<file path="src/hw/rtl/edab_pkg.sv">
`default_nettype none

package edab_pkg;

	// Elapsed stopwatch width (saturating)
	localparam int ELAPSED_BITS = 18;
	localparam int CMP_W        = (ELAPSED_BITS > 17) ? ELAPSED_BITS : 17;

	localparam int CFG_IDX_W  = 3;
	localparam int CFG_DATA_W = 16;

	// Register indexes
	localparam logic [CFG_IDX_W-1:0] REG_STAGE_ONE    = 3'd0;
	localparam logic [CFG_IDX_W-1:0] REG_STAGE_TWO    = 3'd1;
	localparam logic [CFG_IDX_W-1:0] REG_CLICK_ON     = 3'd2;
	localparam logic [CFG_IDX_W-1:0] REG_BEEP_ON      = 3'd3;
	localparam logic [CFG_IDX_W-1:0] REG_DOUBLE_ON    = 3'd4;
	localparam logic [CFG_IDX_W-1:0] REG_SINGLE_GAP   = 3'd5;
	localparam logic [CFG_IDX_W-1:0] REG_INNER_GAP    = 3'd6;
	localparam logic [CFG_IDX_W-1:0] REG_TRAILING_GAP = 3'd7;

	// Pattern kinds, also the stage output code
	localparam logic [1:0] KIND_NONE   = 2'd0;
	localparam logic [1:0] KIND_CLICK  = 2'd1;
	localparam logic [1:0] KIND_BEEP   = 2'd2;
	localparam logic [1:0] KIND_DOUBLE = 2'd3;

	// Reset values of the registers
	localparam logic [15:0] RST_STAGE_ONE    = 16'd60000;
	localparam logic [15:0] RST_STAGE_TWO    = 16'd60000;
	localparam logic [7:0]  RST_CLICK_ON     = 8'd5;
	localparam logic [7:0]  RST_BEEP_ON      = 8'd20;
	localparam logic [7:0]  RST_DOUBLE_ON    = 8'd40;
	localparam logic [15:0] RST_SINGLE_GAP   = 16'd1500;
	localparam logic [15:0] RST_INNER_GAP    = 16'd200;
	localparam logic [15:0] RST_TRAILING_GAP = 16'd1000;

	typedef struct packed {
		logic [15:0] stage_one_ms;
		logic [15:0] stage_two_ms;
		logic [7:0]  click_on_ms;
		logic [7:0]  beep_on_ms;
		logic [7:0]  double_on_ms;
		logic [15:0] single_gap_ms;
		logic [15:0] inner_gap_ms;
		logic [15:0] trailing_gap_ms;
	} cfg_t;

	// Result word, buzzer in the lowest bit
	typedef struct packed {
		logic [1:0] stage;
		logic       alarm_active;
		logic       buzzer;
	} result_t;

	// Length of one phase of a pattern; zero lasts one ms
	function automatic logic [15:0] phase_len(input logic [1:0] kind, input logic [2:0] phase,
			input cfg_t cfg);
		logic [15:0] len;
		if (kind == KIND_DOUBLE) begin
			if (phase == 3'd0 || phase == 3'd2) begin
				len = {8'd0, cfg.double_on_ms};
			end else if (phase == 3'd1) begin
				len = cfg.inner_gap_ms;
			end else begin
				len = cfg.trailing_gap_ms;
			end
		end else if (phase == 3'd0) begin
			len = (kind == KIND_CLICK) ? {8'd0, cfg.click_on_ms} : {8'd0, cfg.beep_on_ms};
		end else begin
			len = cfg.single_gap_ms;
		end
		return (len == 16'd0) ? 16'd1 : len;
	endfunction

endpackage

`default_nettype wire

</file>
<file path="src/hw/rtl/edab_cfg.sv">
`default_nettype none

// Configuration register file
module edab_cfg (
	input  wire logic                            clk,
	input  wire logic                            arst_n,
	input  wire logic                            wr_en,
	input  wire logic [edab_pkg::CFG_IDX_W-1:0]  wr_index,
	input  wire logic [edab_pkg::CFG_DATA_W-1:0] wr_data,
	output edab_pkg::cfg_t                       cfg
);

	edab_pkg::cfg_t cfg_q;

	always_ff @(posedge clk or negedge arst_n) begin
		if (!arst_n) begin
			cfg_q.stage_one_ms    <= edab_pkg::RST_STAGE_ONE;
			cfg_q.stage_two_ms    <= edab_pkg::RST_STAGE_TWO;
			cfg_q.click_on_ms     <= edab_pkg::RST_CLICK_ON;
			cfg_q.beep_on_ms      <= edab_pkg::RST_BEEP_ON;
			cfg_q.double_on_ms    <= edab_pkg::RST_DOUBLE_ON;
			cfg_q.single_gap_ms   <= edab_pkg::RST_SINGLE_GAP;
			cfg_q.inner_gap_ms    <= edab_pkg::RST_INNER_GAP;
			cfg_q.trailing_gap_ms <= edab_pkg::RST_TRAILING_GAP;
		end else if (wr_en) begin
			unique case (wr_index)
				edab_pkg::REG_STAGE_ONE:    cfg_q.stage_one_ms    <= wr_data;
				edab_pkg::REG_STAGE_TWO:    cfg_q.stage_two_ms    <= wr_data;
				edab_pkg::REG_CLICK_ON:     cfg_q.click_on_ms     <= wr_data[7:0];
				edab_pkg::REG_BEEP_ON:      cfg_q.beep_on_ms      <= wr_data[7:0];
				edab_pkg::REG_DOUBLE_ON:    cfg_q.double_on_ms    <= wr_data[7:0];
				edab_pkg::REG_SINGLE_GAP:   cfg_q.single_gap_ms   <= wr_data;
				edab_pkg::REG_INNER_GAP:    cfg_q.inner_gap_ms    <= wr_data;
				edab_pkg::REG_TRAILING_GAP: cfg_q.trailing_gap_ms <= wr_data;
				default: ;
			endcase
		end
	end

	assign cfg = cfg_q;

endmodule

`default_nettype wire

</file>
<file path="src/hw/rtl/edab_core.sv">
`default_nettype none

// Alarm state and pattern sequencer, one tick per step
module edab_core (
	input  wire logic          clk,
	input  wire logic          arst_n,
	input  wire logic          step,
	input  wire logic          door,
	input  wire edab_pkg::cfg_t cfg,
	output edab_pkg::result_t  res
);

	localparam logic [edab_pkg::ELAPSED_BITS-1:0] ELAPSED_MAX = {edab_pkg::ELAPSED_BITS{1'b1}};

	logic                             last_q, start_q, run_q;
	logic [edab_pkg::ELAPSED_BITS-1:0] elapsed_q;
	logic [1:0]                       kind_q;
	logic [2:0]                       phase_q;
	logic [15:0]                      count_q;

	logic                             last_n, start_n, run_n;
	logic [edab_pkg::ELAPSED_BITS-1:0] elapsed_n;
	logic [1:0]                       kind_n;
	logic [2:0]                       phase_n;
	logic [15:0]                      count_n;

	logic [16:0]                      stage_sum;
	logic [15:0]                      count_inc, len;
	logic [2:0]                       phase_inc, phase_total;
	logic                             buzz;
	logic [1:0]                       stage;

	assign stage_sum = {1'b0, cfg.stage_one_ms} + {1'b0, cfg.stage_two_ms};

	// Next state for one tick
	always_comb begin
		last_n      = door;
		start_n     = start_q | (door & ~last_q);
		run_n       = run_q;
		elapsed_n   = elapsed_q;
		kind_n      = kind_q;
		phase_n     = phase_q;
		count_n     = count_q;
		buzz        = 1'b0;
		stage       = edab_pkg::KIND_NONE;
		count_inc   = 16'd0;
		len         = 16'd0;
		phase_inc   = 3'd0;
		phase_total = 3'd0;

		// pick a new pattern only between patterns
		if (kind_q == edab_pkg::KIND_NONE) begin
			if (run_q && !door) begin
				run_n = 1'b0;
			end
			if (start_n && !run_n) begin
				run_n     = 1'b1;
				start_n   = 1'b0;
				elapsed_n = '0;
			end
			if (run_n) begin
				if (edab_pkg::CMP_W'(elapsed_n) < edab_pkg::CMP_W'(cfg.stage_one_ms)) begin
					kind_n = edab_pkg::KIND_CLICK;
				end else if (edab_pkg::CMP_W'(elapsed_n) < edab_pkg::CMP_W'(stage_sum)) begin
					kind_n = edab_pkg::KIND_BEEP;
				end else begin
					kind_n = edab_pkg::KIND_DOUBLE;
				end
				phase_n = 3'd0;
				count_n = 16'd0;
			end
		end

		// play the current pattern
		if (kind_n != edab_pkg::KIND_NONE) begin
			stage       = kind_n;
			buzz        = ~phase_n[0];
			count_inc   = count_n + 16'd1;
			len         = edab_pkg::phase_len(kind_n, phase_n, cfg);
			phase_total = (kind_n == edab_pkg::KIND_DOUBLE) ? 3'd4 : 3'd2;
			if (count_inc >= len) begin
				count_n   = 16'd0;
				phase_inc = phase_n + 3'd1;
				if (phase_inc >= phase_total) begin
					kind_n  = edab_pkg::KIND_NONE;
					phase_n = 3'd0;
				end else begin
					phase_n = phase_inc;
				end
			end else begin
				count_n = count_inc;
			end
		end

		// saturating stopwatch
		if (run_n && elapsed_n != ELAPSED_MAX) begin
			elapsed_n = elapsed_n + edab_pkg::ELAPSED_BITS'(1);
		end
	end

	always_ff @(posedge clk or negedge arst_n) begin
		if (!arst_n) begin
			last_q    <= 1'b0;
			start_q   <= 1'b1;
			run_q     <= 1'b0;
			elapsed_q <= '0;
			kind_q    <= edab_pkg::KIND_NONE;
			phase_q   <= 3'd0;
			count_q   <= 16'd0;
		end else if (step) begin
			last_q    <= last_n;
			start_q   <= start_n;
			run_q     <= run_n;
			elapsed_q <= elapsed_n;
			kind_q    <= kind_n;
			phase_q   <= phase_n;
			count_q   <= count_n;
		end
	end

	assign res.buzzer       = buzz;
	assign res.alarm_active = run_n;
	assign res.stage        = stage;

endmodule

`default_nettype wire

</file>
<file path="src/hw/rtl/escalating_door_alarm_beeper_unit.sv">
// Channel  Direction  Ports                                  Word
// s_       in         s_tvalid s_tready s_tdata[7:0]        door_open
// m_       out        m_tvalid m_tready m_tdata[7:0]        buzzer, alarm_active, stage
// cfg_     in         cfg_valid cfg_ready cfg_index cfg_data register write
//
// One word per cycle while m_tready is high; input register, then result register.
// The tick logic sits between the input register and the result register.
// Reset clears the alarm state, sets the start request and loads default registers.
// A stalled result register holds the input register; the input side stays ready
// while the input register is empty or can move on in the same cycle.
// Configuration writes are always taken.
`default_nettype none

module escalating_door_alarm_beeper_unit (
	input  wire logic                            clk,
	input  wire logic                            arst_n,
	input  wire logic                            s_tvalid,
	output logic                                 s_tready,
	input  wire logic [7:0]                      s_tdata,   // [0] door_open, rest zero
	output logic                                 m_tvalid,
	input  wire logic                            m_tready,
	output logic [7:0]                           m_tdata,   // [0] buzzer, [1] alarm_active, [3:2] stage
	input  wire logic                            cfg_valid,
	output logic                                 cfg_ready,
	input  wire logic [edab_pkg::CFG_IDX_W-1:0]  cfg_index,
	input  wire logic [edab_pkg::CFG_DATA_W-1:0] cfg_data
);

	edab_pkg::cfg_t    cfg;
	edab_pkg::result_t res;
	edab_pkg::result_t res_q;

	logic valid_s1, door_s1;
	logic out_valid_q;
	logic advance;

	assign cfg_ready = 1'b1;

	edab_cfg u_cfg (
		.clk      (clk),
		.arst_n   (arst_n),
		.wr_en    (cfg_valid),
		.wr_index (cfg_index),
		.wr_data  (cfg_data),
		.cfg      (cfg)
	);

	// input word moves to the result register when it is free or being drained
	assign advance  = valid_s1 & (~out_valid_q | m_tready);
	assign s_tready = ~valid_s1 | advance;

	edab_core u_core (
		.clk    (clk),
		.arst_n (arst_n),
		.step   (advance),
		.door   (door_s1),
		.cfg    (cfg),
		.res    (res)
	);

	// input register
	always_ff @(posedge clk or negedge arst_n) begin
		if (!arst_n) begin
			valid_s1 <= 1'b0;
		end else if (s_tready) begin
			valid_s1 <= s_tvalid;
		end
	end

	always_ff @(posedge clk) begin
		if (s_tvalid && s_tready) begin
			door_s1 <= s_tdata[0];
		end
	end

	// result register
	always_ff @(posedge clk or negedge arst_n) begin
		if (!arst_n) begin
			out_valid_q <= 1'b0;
		end else if (advance) begin
			out_valid_q <= 1'b1;
		end else if (m_tready) begin
			out_valid_q <= 1'b0;
		end
	end

	always_ff @(posedge clk) begin
		if (advance) begin
			res_q <= res;
		end
	end

	assign m_tvalid = out_valid_q;
	assign m_tdata  = {4'd0, res_q};

endmodule

`default_nettype wire
</file>
<file path="config.mk">
export PLATFORM = sky130hd
export DESIGN_NAME = escalating_door_alarm_beeper_unit
export DESIGN_NICKNAME = d
export VERILOG_FILES = /design/src/hw/rtl/edab_pkg.sv /design/src/hw/rtl/edab_cfg.sv /design/src/hw/rtl/edab_core.sv /design/src/hw/rtl/escalating_door_alarm_beeper_unit.sv
export SDC_FILE = /design/constraint.sdc
export NUM_CORES = 1
export LEC_CHECK = 0
export BUFFER_PORTS_ARGS = -buffer_cell sky130_fd_sc_hd__buf_2
export CAP_MARGIN = 20
export CORE_ASPECT_RATIO = 0.6
export CORE_MARGIN = 8
export CORE_UTILIZATION = 44
export CTS_CLUSTER_DIAMETER = 40
export CTS_CLUSTER_SIZE = 8
export DETAILED_ROUTE_END_ITERATION = 12
export PLACE_DENSITY = 0.63
export SLEW_MARGIN = 40
export SYNTH_ARGS = -nofsm -noshare
export SYNTH_HDL_FRONTEND = slang
export SYNTH_SLANG_ARGS = --single-unit
</file>
<file path="constraint.sdc">
create_clock -name clk -period 19.5 [get_ports clk]
set_clock_uncertainty 0.2 [all_clocks]
set_input_delay 0.975 -clock clk [delete_from_list [all_inputs] [get_ports clk]]
set_output_delay 0.975 -clock clk [all_outputs]
set_load 0.01 [all_outputs]
</file>
# Word-level counts from Yosys, hierarchy flattened
# Cells that the tools add are included.
# W data, S select, Z words.
# word_totals
register_bits	153
word_cells	108
# op_classes
n_addsub	4
magnitude_cmp	4
n_eq_ne	12
mux	37
bitwise	9
n_reduce_logical	21
# op_table
cell	n
$mux W16	10
$mux W18	4
$add A18 B1 Y18 const B	1
$lt A18 B16 Y1	1
$lt A18 B17 Y1	1
$mux W3	6
$ne A18 B18 Y1 const B	1
$add A16 B16 Y17	1
$add A16 B1 Y16 const B	1
$ge A16 B16 Y1	1
$logic_not A16 Y1	1
$reduce_and A2 Y1	8
$eq A3 B3 Y1 const B	4
$mux W2	6
$mux W1	10
$eq A3 B2 Y1 const B	3
$mux W8	1
$eq A3 B1 Y1 const B	2
$logic_not A3 Y1	2
$logic_and A1 B1 Y1	4
$not A1 Y1	4
$reduce_bool A2 Y1	2
$add A3 B1 Y3 const B	1
$ge A3 B3 Y1	1
other kinds (7)	11

# Longest topological paths before layout
# Gate-level depths: netlist (run 1).
# logic_depth
word_depth	23
ltp_mapped	33
mapped_depth_nobuf	31

# Cells and area by module
# A second synthesis (run 1) with hierarchy kept.
# hier_totals
cells_unflattened	906
area_unflattened_um2	9541.7
# by_module_without_submodules
mod	instances	cells_each	area_per_inst_um2	seq_area_each_um2
edab_core	1	658	5190.0	1052.3
edab_cfg	1	228	4052.6	2647.5
escalating_door_alarm_beeper_unit	1	20	299.0	200.2

# Worst setup path before layout (run 1)
# No wires, ideal clock.
# synth_path
path_kind	register to register
startpoint	reg u_cfg.cfg_q, in the netlist u_cfg.cfg[88]
endpoint	reg u_core.phase_q[2]
setup_ns	0.082
t_arrival_ns	6.344
path_slack_ns	12.874
path_stages_with_launch	32
path_buffers	1
path_cell_list	dfrtp_1 -> ha_1 -> fa_1 -> a21o_1 -> a21oi_1 -> o21bai_1 -> a211o_1 -> nand3_1 -> a31oi_1 -> a311oi_1 -> nor2_1 -> a211oi_1 -> ha_1 -> a21oi_1 -> nand2_1 -> a21oi_1 -> o211ai_1 -> a2bb2oi_1 -> a32oi_2 -> mux2_2 -> a311o_1 -> o31ai_2 -> ha_1 -> nand2b_1 -> a21o_1 -> a21oi_1 -> o21ai_0 -> o41ai_1 -> a31o_2 -> clkbuf_1 -> o31ai_1 -> a31oi_1
# synth_between
elab_chain_cells	16
elab_cells_between_ends	22
# synth_rtl
item	line_no	rtl
start: declaration	edab_cfg.sv:13	edab_pkg::cfg_t cfg_q;
$add A16 B16 Y17	edab_core.sv:33	assign stage_sum = {1'b0, cfg.stage_one_ms} + {1'b0, cfg.stage_two_ms};
$lt A18 B17 Y1	edab_core.sv:64	end else if (edab_pkg::CMP_W'(elapsed_n) < edab_pkg::CMP_W'(stage_sum)) begin
$mux W1	edab_core.sv:64	
$mux W2 (*)	edab_core.sv:62	if (edab_pkg::CMP_W'(elapsed_n) < edab_pkg::CMP_W'(cfg.stage_one_ms)) begin
$mux W2 (*)	edab_core.sv:61	if (run_n) begin
$mux W2 (*)	edab_core.sv:52	if (kind_q == edab_pkg::KIND_NONE) begin
$eq A2 B1 Y1	edab_pkg.sv:69	len = (kind == KIND_CLICK) ? {8'd0, cfg.click_on_ms} : {8'd0, cfg.beep_on_ms};
$mux W8	edab_pkg.sv:69	
$mux W16	edab_pkg.sv:68	end else if (phase == 3'd0) begin
$mux W16	edab_pkg.sv:60	if (kind == KIND_DOUBLE) begin
$mux W16	edab_core.sv:75	if (kind_n != edab_pkg::KIND_NONE) begin
$logic_not A16 Y1	edab_pkg.sv:73	return (len == 16'd0) ? 16'd1 : len;
$mux W16	edab_pkg.sv:73	
$ge A16 B16 Y1	edab_core.sv:81	if (count_inc >= len) begin
$mux W3	edab_core.sv:81	
$mux W3 (*)	edab_core.sv:75	
end signal: assignment	edab_core.sv:116	phase_q <= phase_n;
end: declaration	edab_core.sv:18	logic [2:0] phase_q;
# Mark *: on every way between the ends. The rest lies on a longest branch, timed or not. The select of a mux whose other input is x is not followed.
# A chain may end at the register's enable or synchronous reset.

# Worst setup path in the final report (run 1)
# Ends and elaborated chain as after synthesis.

==> summary.md, run 1 <==
| Metric | Value |
|---|---|
| Max-Cap Viols | 0 |
| Drt first pass iters | 5 |
| Top Ports | 43 |
| Status | finished, final reports clean |
| YS warnings | 0 |
| Syn-to-layout area delta | 11.5% |
| Total negative slack | 0 ps |
| Antenna violations before repair | 0 |
| FP Rows | between 40 and 50 |
| 1st-iter DRT viols | around 510 |
| Hold Path Stages | 1 |
| Placed insts | 1219 |
| Slew @ Worst Pin | around 710 ps |
| Sequential share of the synthesized area | 0.416 |
| WL/cell | between 15 and 20 um |
| Final #Nets | 1063 |
| Post-layout util | 0.498 |
| Vias post-DR | 7013 |
| CP Launch Type | register |
| Core area | 21000 um2 |
| Min Tclk post-route | 8560 ps |
| Leak | 4.66 nW |
| Slew HR | 0.522 |
| IO Port Bufs | 30 |
| Die width | between 200 and 250 um |
| Non-filler cells, final | 1250 |
| Worst Path Buf+Inv | 1 |
| HP Start | u_cfg.cfg[33] |
| Post-CTS Setup Bufs | 0 |
| Cell taking the most area after synthesis | dfrtp_1 |
| Reg2Reg Depth | 32 |
| CTS tree | built |
| Post-DP HPWL | roughly 17 mm |
| Kind of path behind the tightest hold check | register to register |
| Crit path kind | register to register |
| Ant. Diodes | 0 |
| Main synth FF type | dfrtp_1 |
| CP peak stage delay | roughly 600 ps |
| Number of remaining DRC errors | 0 |
| Fin. Hold Viols | 0 |
| Hold worst-path end | u_cfg.cfg[33] |
| GRT met1 Usage | 0.284 |
| Final setup viols | 0 |
| Peak VDD IR | about 0.000074 V |
| Vias/cell | around 5.6 |
| Worst R2R End | u_core.phase_q[2] |
| Clk sinks | 153 |
| Synth Instances | 933 |
| Busiest grt layer | met1 |
| RSZ-0062 raised after global routing | false |
| R2R Setup Slk | about 11000 ps |
| Syn Std Cell Area | between 9000 and 10000 um2 |
| Share of post-route cells with drive strength above 1 | 0.235 |
| H-tree depth | 4 |
| CP most frequent cell | a21oi_1 |
| Largest cells by area after synthesis | dfrtp_1, mux2_2, dfstp_2 |
| Largest net degree at the start of global routing | 76 |
| Global route overflow | 0 |
| ANT nets after route | 0 |
| Num CTS Buffers | 17 |
| Drt total wl | between 20 and 25 mm |
| RR Startpoint | u_cfg.cfg[88] |
| FILL cells | roughly 1.9k |
| Vias in the first global route | approximately 6.8k |
| Post-cts sizing count | 0 |
| Setup slack at placement | roughly 11000 ps |
| Clock-pin slew on the worst setup and hold paths | around 70 ps |
| Synth cell types | 68 |
| Met3 usage in global routing | 0.0434 |
| PwrDens | between 100 and 150 nW/um2 |
| Critical path's slowest cell | o41ai_1 |
| First-pass GRT wire length | 37.2 mm |
| Placer Congestion | just over 0.8 |
| Worst-skew pair later-pin latency | between 400 and 500 ps |
| Async set-reset flop share out of synthesis | 0.967 |
| Max-slew violation count | 0 |
| F_max | about 0.12 GHz |
| EDFF count, synth | 5 |
| Die Height | about 130 um |
| CP max FO | 32 |
| Period utilization | 0.439 |
| Crit path max-delay family | compound AO/OA/AOI/OAI gates |
| Max clock buf depth | 2 |
| Critical path arrival | 8680 ps |
| Final setup margin | 10940 ps |
| Clock root cell | clkbuf_16 |
| # hold bufs at CTS | 0 |
| Critical Path RT | approximately 20000 ps |
| Syn avg cell area | 10.1 um2 |
| Met2 GRT Util | 0.237 |
| All-Layer GR Usage | 0.179 |
| Synthesized flop and latch total | approximately 150 |
| Top cell type's share of synthesized area | 0.296 |
| Die area | around 26000 um2 |
| CP endpoint kind | register |
| Starting Density | 0.447 |
[through the flow]
step	area (um2)	hold WS, ps	power [mW]
floorplan	9390	257	0.744
global placement	9790	281	0.846
detailed placement	9830	293	0.858
CTS	10500	308	1.22
global route	10500	319	1.30
finish	10500	305	1.22
[metal layers]
metal | share of wire | routed length (um)
met5 | 0 | 0
met1 | 0.55 | 12700
met2 | 0.39 | 8930
met4 | 0.0069 | 158
met3 | 0.048 | 1110
[cell families after synthesis]
kind of cell	count (synthesis)	synth area share
AND/OR/NAND/NOR	305	0.157
other	2	0.000801
flip-flops	153	0.416
AO/OA/AOI/OAI	181	0.130
buffers and inverters	69	0.0319
XOR/XNOR	39	0.0364
adder cells (fa/ha/maj)	72	0.0969
multiplexers	112	0.132
[state kept, by name, summed over array words and instances (netlist names)]
name and cells:
door_s1 1, m_tdata 4, m_tvalid 1, u_cfg.cfg 104, u_core.count_q 16, u_core.elapsed_q 18
u_core.kind_q 2, u_core.last_q 1, u_core.phase_q 3, u_core.run_q 1, u_core.start_q 1, valid_s1 1
[synth_stat cells (all sizes together) (25+ instances only)]
library cell	n
nor2	53
ha	71
and2	25
dfrtp	111
o21ai	57
nand3	29
a21oi	33
mux2	91
inv	30
dfstp	37
clkbuf	25
nand2	120
[placed cells by master, fill, tap and decap left out, types with 6 or more instances in the layout]
| master | count |
|---|---|
| a211oi_1 | 13 |
| a21o_1 | 12 |
| a21oi_1 | 32 |
| a31oi_1 | 20 |
| and2_1 | 24 |
| and3_1 | 9 |
| buf_2 | 29 |
| buf_4 | 12 |
| clkbuf_16 | 17 |
| dfrtp_1 | 111 |
| dfstp_2 | 37 |
| ha_1 | 71 |
| inv_1 | 30 |
| mux2_2 | 91 |
| mux2i_1 | 21 |
| nand2_1 | 118 |
| nand2b_1 | 11 |
| nand3_1 | 29 |
| nand4_1 | 13 |
| nor2_1 | 53 |
| nor3_1 | 13 |
| nor4_1 | 6 |
| o21ai_0 | 52 |
| o31ai_1 | 6 |
| xnor2_1 | 18 |
| xor2_1 | 21 |
[how the worst max path moves through the flow]
stage                             start           endpoint  slack [ps]  depth (start not counted)
after CTS                 u_cfg.cfg[88]  u_core.phase_q[1]       10970                         31
after floorplan           u_cfg.cfg[88]  u_core.phase_q[2]       12870                         31
after global placement    u_cfg.cfg[88]  u_core.phase_q[2]       11200                         32
after global routing      u_cfg.cfg[88]  u_core.phase_q[2]       10320                         32
after detailed placement  u_cfg.cfg[88]  u_core.phase_q[2]       11090                         32
final                     u_cfg.cfg[88]  u_core.phase_q[2]       10940                         32
[worst register-to-register path: cells and delay by family, from the launching register on]
family	cells	cell delay, ps
buffers and inverters	1	380
DFF	1	410
muxes	1	440
adders and majority gates	4	1220
and+or+nand+nor	5	800
AOI/OAI and AO/OA	21	4990
[final cells by class]
type	instances	area, um2	share of cell area
timing repair buffer	43	258	0.0247
sequential	153	3900	0.373
clock buffer	17	425	0.0407
clock inverter	14	199	0.0190
tap	279	349	0.0334
inverter	30	113	0.0108
multi-input combinational	714	5210	0.498
[report_power, final]
group	internal, mW	switching (mW)	leakage [nW]
logic	0.176	0.244	2.53
registers	0.393	0.0475	1.83
clock network	0.214	0.142	0.300
total	0.783	0.433	4.66
Note: power is estimated with default switching activity, not from simulation.
==> run 2, diff against run 1 <==
ABC_AREA = 1   (was not set)
PLACE_DENSITY = 0.66   (was 0.63)
clock period = 7.4 ns   (was 19.5 ns; I/O delays follow)
==> run 2 against run 1 <==
Hold slack got worse by 25 ps. Power rose to 3.2 times the previous value. Utilization decreased by 0.12 points. Register-to-register slack lost 10000 ps. Design area is 3.7% higher. Fmax increased by 32%. Combinational power grew to 4.4 times the previous value. Sequential power increased to 2.6 times the previous value. Flip-flop and latch count did not move. Via count rose by 18%. Critical path depth is 13 higher. Sequential share of layout area down 1.3 points. Critical endpoint is now u_core.count_q[9]. Largest cell class unchanged. Largest power group is now combinational logic.
==> summary.md, run 2 <==
| Metric | Value |
|---|---|
| Top cell type's share of synthesized area | 0.287 (was 0.296) |
| Worst Path Buf+Inv | 2 (was 1) |
| Async set-reset flop share out of synthesis | 0.967 (unchanged) |
| Synth cell types | 46 (was 68) |
| CP max FO | 19 (was 32) |
| IO Port Bufs | 30 (unchanged) |
| Min Tclk post-route | 6500 ps (was 8560 ps) |
| Antenna violations before repair | 0 (unchanged) |
| YS warnings | 0 (unchanged) |
| Kind of path behind the tightest hold check | register to register (unchanged) |
| Max-slew violation count | 0 (unchanged) |
| Setup slack at placement | 782 ps (was 11090 ps) |
| Share of power burned in the clock network | 0.232 (was 0.293) |
| Instance count on the critical path | 45 (was 32) |
| Int Pwr | 2.18 mW (was 0.783 mW) |
| CTS tree | built (unchanged) |
| Non-filler cells, final | 1583 (was 1250) |
| Final setup margin | 898 ps (was 10940 ps) |
| Commonest non-fill, non-tap cell in the layout | nand2_1 (unchanged) |
| Critical Path RT | 7540 ps (was 19610 ps) |
| Cell with the most instances after synthesis | nand2_1 (unchanged) |
| EDFF count, synth | 5 (unchanged) |
| Peak VDD IR | 0.000191 V (was 0.0000743 V) |
| Hold worst-path end | u_cfg.cfg[65] (was u_cfg.cfg[33]) |
| FP Rows | 42 (was 41) |
| Main synth FF type | dfrtp_1 (unchanged) |
| WL/cell | 15.2 um (was 18.3 um) |
| Syn Std Cell Area | 9670 um2 (was 9380 um2) |
| Max reg flops | 104 (unchanged) |
| Combinational power share | 0.474 (was 0.345) |
| Largest net degree at the start of global routing | 80 (was 76) |
| RSZ-0062 raised after global routing | false (unchanged) |
| CP endpoint kind | register (unchanged) |
| 1st-iter DRT viols | 668 (was 513) |
| Largest cells by area after synthesis | dfrtp_1, nand2_1, dfstp_2 (was dfrtp_1, mux2_2, dfstp_2) |
| R2R Setup Slk | 900 ps (was 10940 ps) |
| Top Ports | 43 (unchanged) |
| Die Height | 131 um (was 129 um) |
| Clock root cell | clkbuf_16 (unchanged) |
| Vias in the first global route | 7688 (was 6787) |
| Core area | 21800 um2 (was 21000 um2) |
| Setup crit start | u_cfg.cfg[88] (unchanged) |
| Slew @ Worst Pin | 763 ps (was 707 ps) |
| Syn avg cell area | 7.72 um2 (was 10.1 um2) |
| Crit path max-delay family | simple AND/OR/NAND/NOR gates (was compound AO/OA/AOI/OAI gates) |
| All-Layer GR Usage | 0.185 (was 0.179) |
| Synth Instances | 1253 (was 933) |
| Net Sw Power | 1.71 mW (was 0.433 mW) |
| Drt first pass iters | 7 (was 5) |
| Post-DP HPWL | 17.7 mm (was 16.9 mm) |
| CP most frequent cell | nand2_1 (was a21oi_1) |
| RR Startpoint | u_cfg.cfg[88] (unchanged) |
| Synth cell count leaders | nand2_1, inv_1, o21ai_0, dfrtp_1, nor2_1 (was nand2_1, dfrtp_1, mux2_2, ha_1, nor2_1) |
| Clock-pin slew on the worst setup and hold paths | 60 ps (was 70 ps) |
| Cell taking the most area after synthesis | dfrtp_1 (unchanged) |
| Ant. Diodes | 0 (unchanged) |
| ANT nets after route | 0 (unchanged) |
| CP Launch Type | register (unchanged) |
| Vias/cell | 5.21 (was 5.61) |
| Period utilization | 0.879 (was 0.439) |
| Leak | 5.26 nW (was 4.66 nW) |
| Num CTS Buffers | 17 (unchanged) |
| First-pass GRT wire length | 40.5 mm (was 37.2 mm) |
| Hold Path Stages | 2 (was 1) |
| Global route overflow | 0 (unchanged) |
| Die width | 207 um (was 204 um) |
| PwrDens | 358 nW/um2 (was 116 nW/um2) |
| Starting Density | 0.444 (was 0.447) |
| Fin. Hold Viols | 0 (unchanged) |
| Die area | 27100 um2 (was 26400 um2) |
| F_max | 0.154 GHz (was 0.117 GHz) |
| Max clock buf depth | 2 (unchanged) |
| HP Start | u_cfg.cfg[65] (was u_cfg.cfg[33]) |
| Synthesized flop and latch total | 153 (unchanged) |
| Crit path kind | register to register (unchanged) |
| Vias post-DR | 8248 (was 7013) |
| Slew HR | 0.491 (was 0.522) |
| Number of remaining DRC errors | 0 (unchanged) |
| Final setup viols | 0 (unchanged) |
| Max-Cap Viols | 0 (unchanged) |
| Most frequent cells in the layout | nand2_1, inv_1, o21ai_0 (was nand2_1, dfrtp_1, mux2_2) |
| Drt total wl | 24.1 mm (was 22.9 mm) |
| Total negative slack | 0 ps (unchanged) |
| Flop pwr share | 0.294 (was 0.362) |
| Post-CTS Setup Bufs | 0 (unchanged) |
| Sw frac | 0.440 (was 0.356) |
| Placer Congestion | 0.875 (was 0.825) |
| Status | finished, final reports clean (unchanged) |
| Placed insts | 1531 (was 1219) |
| CP peak stage delay | 400 ps (was 600 ps) |
| H-tree depth | 4 (unchanged) |
| Reg2Reg Depth | 45 (was 32) |
| Share of post-route cells with drive strength above 1 | 0.122 (was 0.235) |
| Sequential share of the synthesized area | 0.403 (was 0.416) |
| Critical path arrival | 6640 ps (was 8680 ps) |
| Clk sinks | 153 (unchanged) |
| Syn-to-layout area delta | 12.0% (was 11.5%) |
| Worst R2R End | u_core.count_q[9] (was u_core.phase_q[2]) |
| Final #Nets | 1388 (was 1063) |
| Worst-skew pair later-pin latency | 430 ps (was 440 ps) |
| Critical path's slowest cell | dfrtp_1 (was o41ai_1) |
[run 2: cell count changes in the layout (fill, tap and decap cells not counted), sizes merged, moves of 25 or more]
cell and delta:
mux2 -91, inv +138, nand3 +29, o21ai +87, a21oi +38, nand2 +212, nor2 +39, and2 -25
[run 2: stage by stage]
stage / util / power [mW] / cell area [um2] / hold WS, ps
after floorplan: - / 2.50 / 9690 / -126
after global placement: 0.459 / 2.91 / 10000 / 260
after detailed placement: 0.460 / 2.96 / 10000 / 265
after CTS: 0.496 / 3.89 / 10800 / 281
after global routing: 0.497 / 4.22 / 10800 / 297
final: 0.497 / 3.88 / 10800 / 280
[run 2: how the worst max path moves through the flow]
stage | endpoint | slack [ps]
2_1_floorplan | u_core.count_q[12] | 1960
3_3_place_gp | u_core.count_q[2] | 840
3_5_place_dp | u_core.count_q[11] | 780
4_1_cts | u_core.count_q[11] | 750
5_1_grt | u_core.count_q[11] | 30
6_report | u_core.count_q[9] | 900
[run 2: worst min-delay path, stage by stage (launching register included)]
cell     delay (ps)
dfrtp_1         340
nand2_1          50
o21ai_0          50
[run 2: metal layers]
layer  global-route usage  vias up  part of all wire
met3               0.0350       17             0.061
met5                    0        -                 0
met4               0.0402        0            0.0086
met2                0.266      195              0.39
met1                0.284     3918              0.54
li1                     -     4118                 -
[run 2: area by class of cell]
| cell class | count | area (um2) |
|---|---|---|
| multi-input cells | 888 | 4950 |
| fillers | 2122 | 11000 |
| flip-flops and latches | 153 | 3900 |
| well taps | 286 | 358 |
| clock buffers | 20 | 447 |
| inverters | 170 | 641 |
| repair buffers | 54 | 393 |
| clock inverters | 12 | 149 |
[run 2: kinds of logic (layout without fill, tap and decap cells)]
logic type               Yosys count  in the layout  share of synthesized area
flip-flops                       153            153                      0.403
other                              2              5                   0.000776
AO/OA/AOI/OAI                    254            254                      0.145
buffers and inverters            215            256                     0.0887
AND/OR/NAND/NOR                  516            516                      0.232
XOR/XNOR                          41             41                     0.0371
adder cells (fa/ha/maj)           72             72                     0.0939
[run 2: timing repair]
item                       4_1_cts  5_1_grt
resized for setup                0        2
setup endpoints to repair        0       16
hold endpoints to repair        85        0
hold buffers                    20        0
[run 2: power by group through the flow]
stage / Combinational (mW) / Clock (mW) / Sequential [mW]
after floorplan: 1.36 / 0 / 1.14
after global placement: 1.76 / 0 / 1.15
after detailed placement: 1.80 / 0 / 1.16
after CTS: 1.83 / 0.919 / 1.14
after global routing: 2.11 / 0.947 / 1.17
final: 1.84 / 0.900 / 1.14
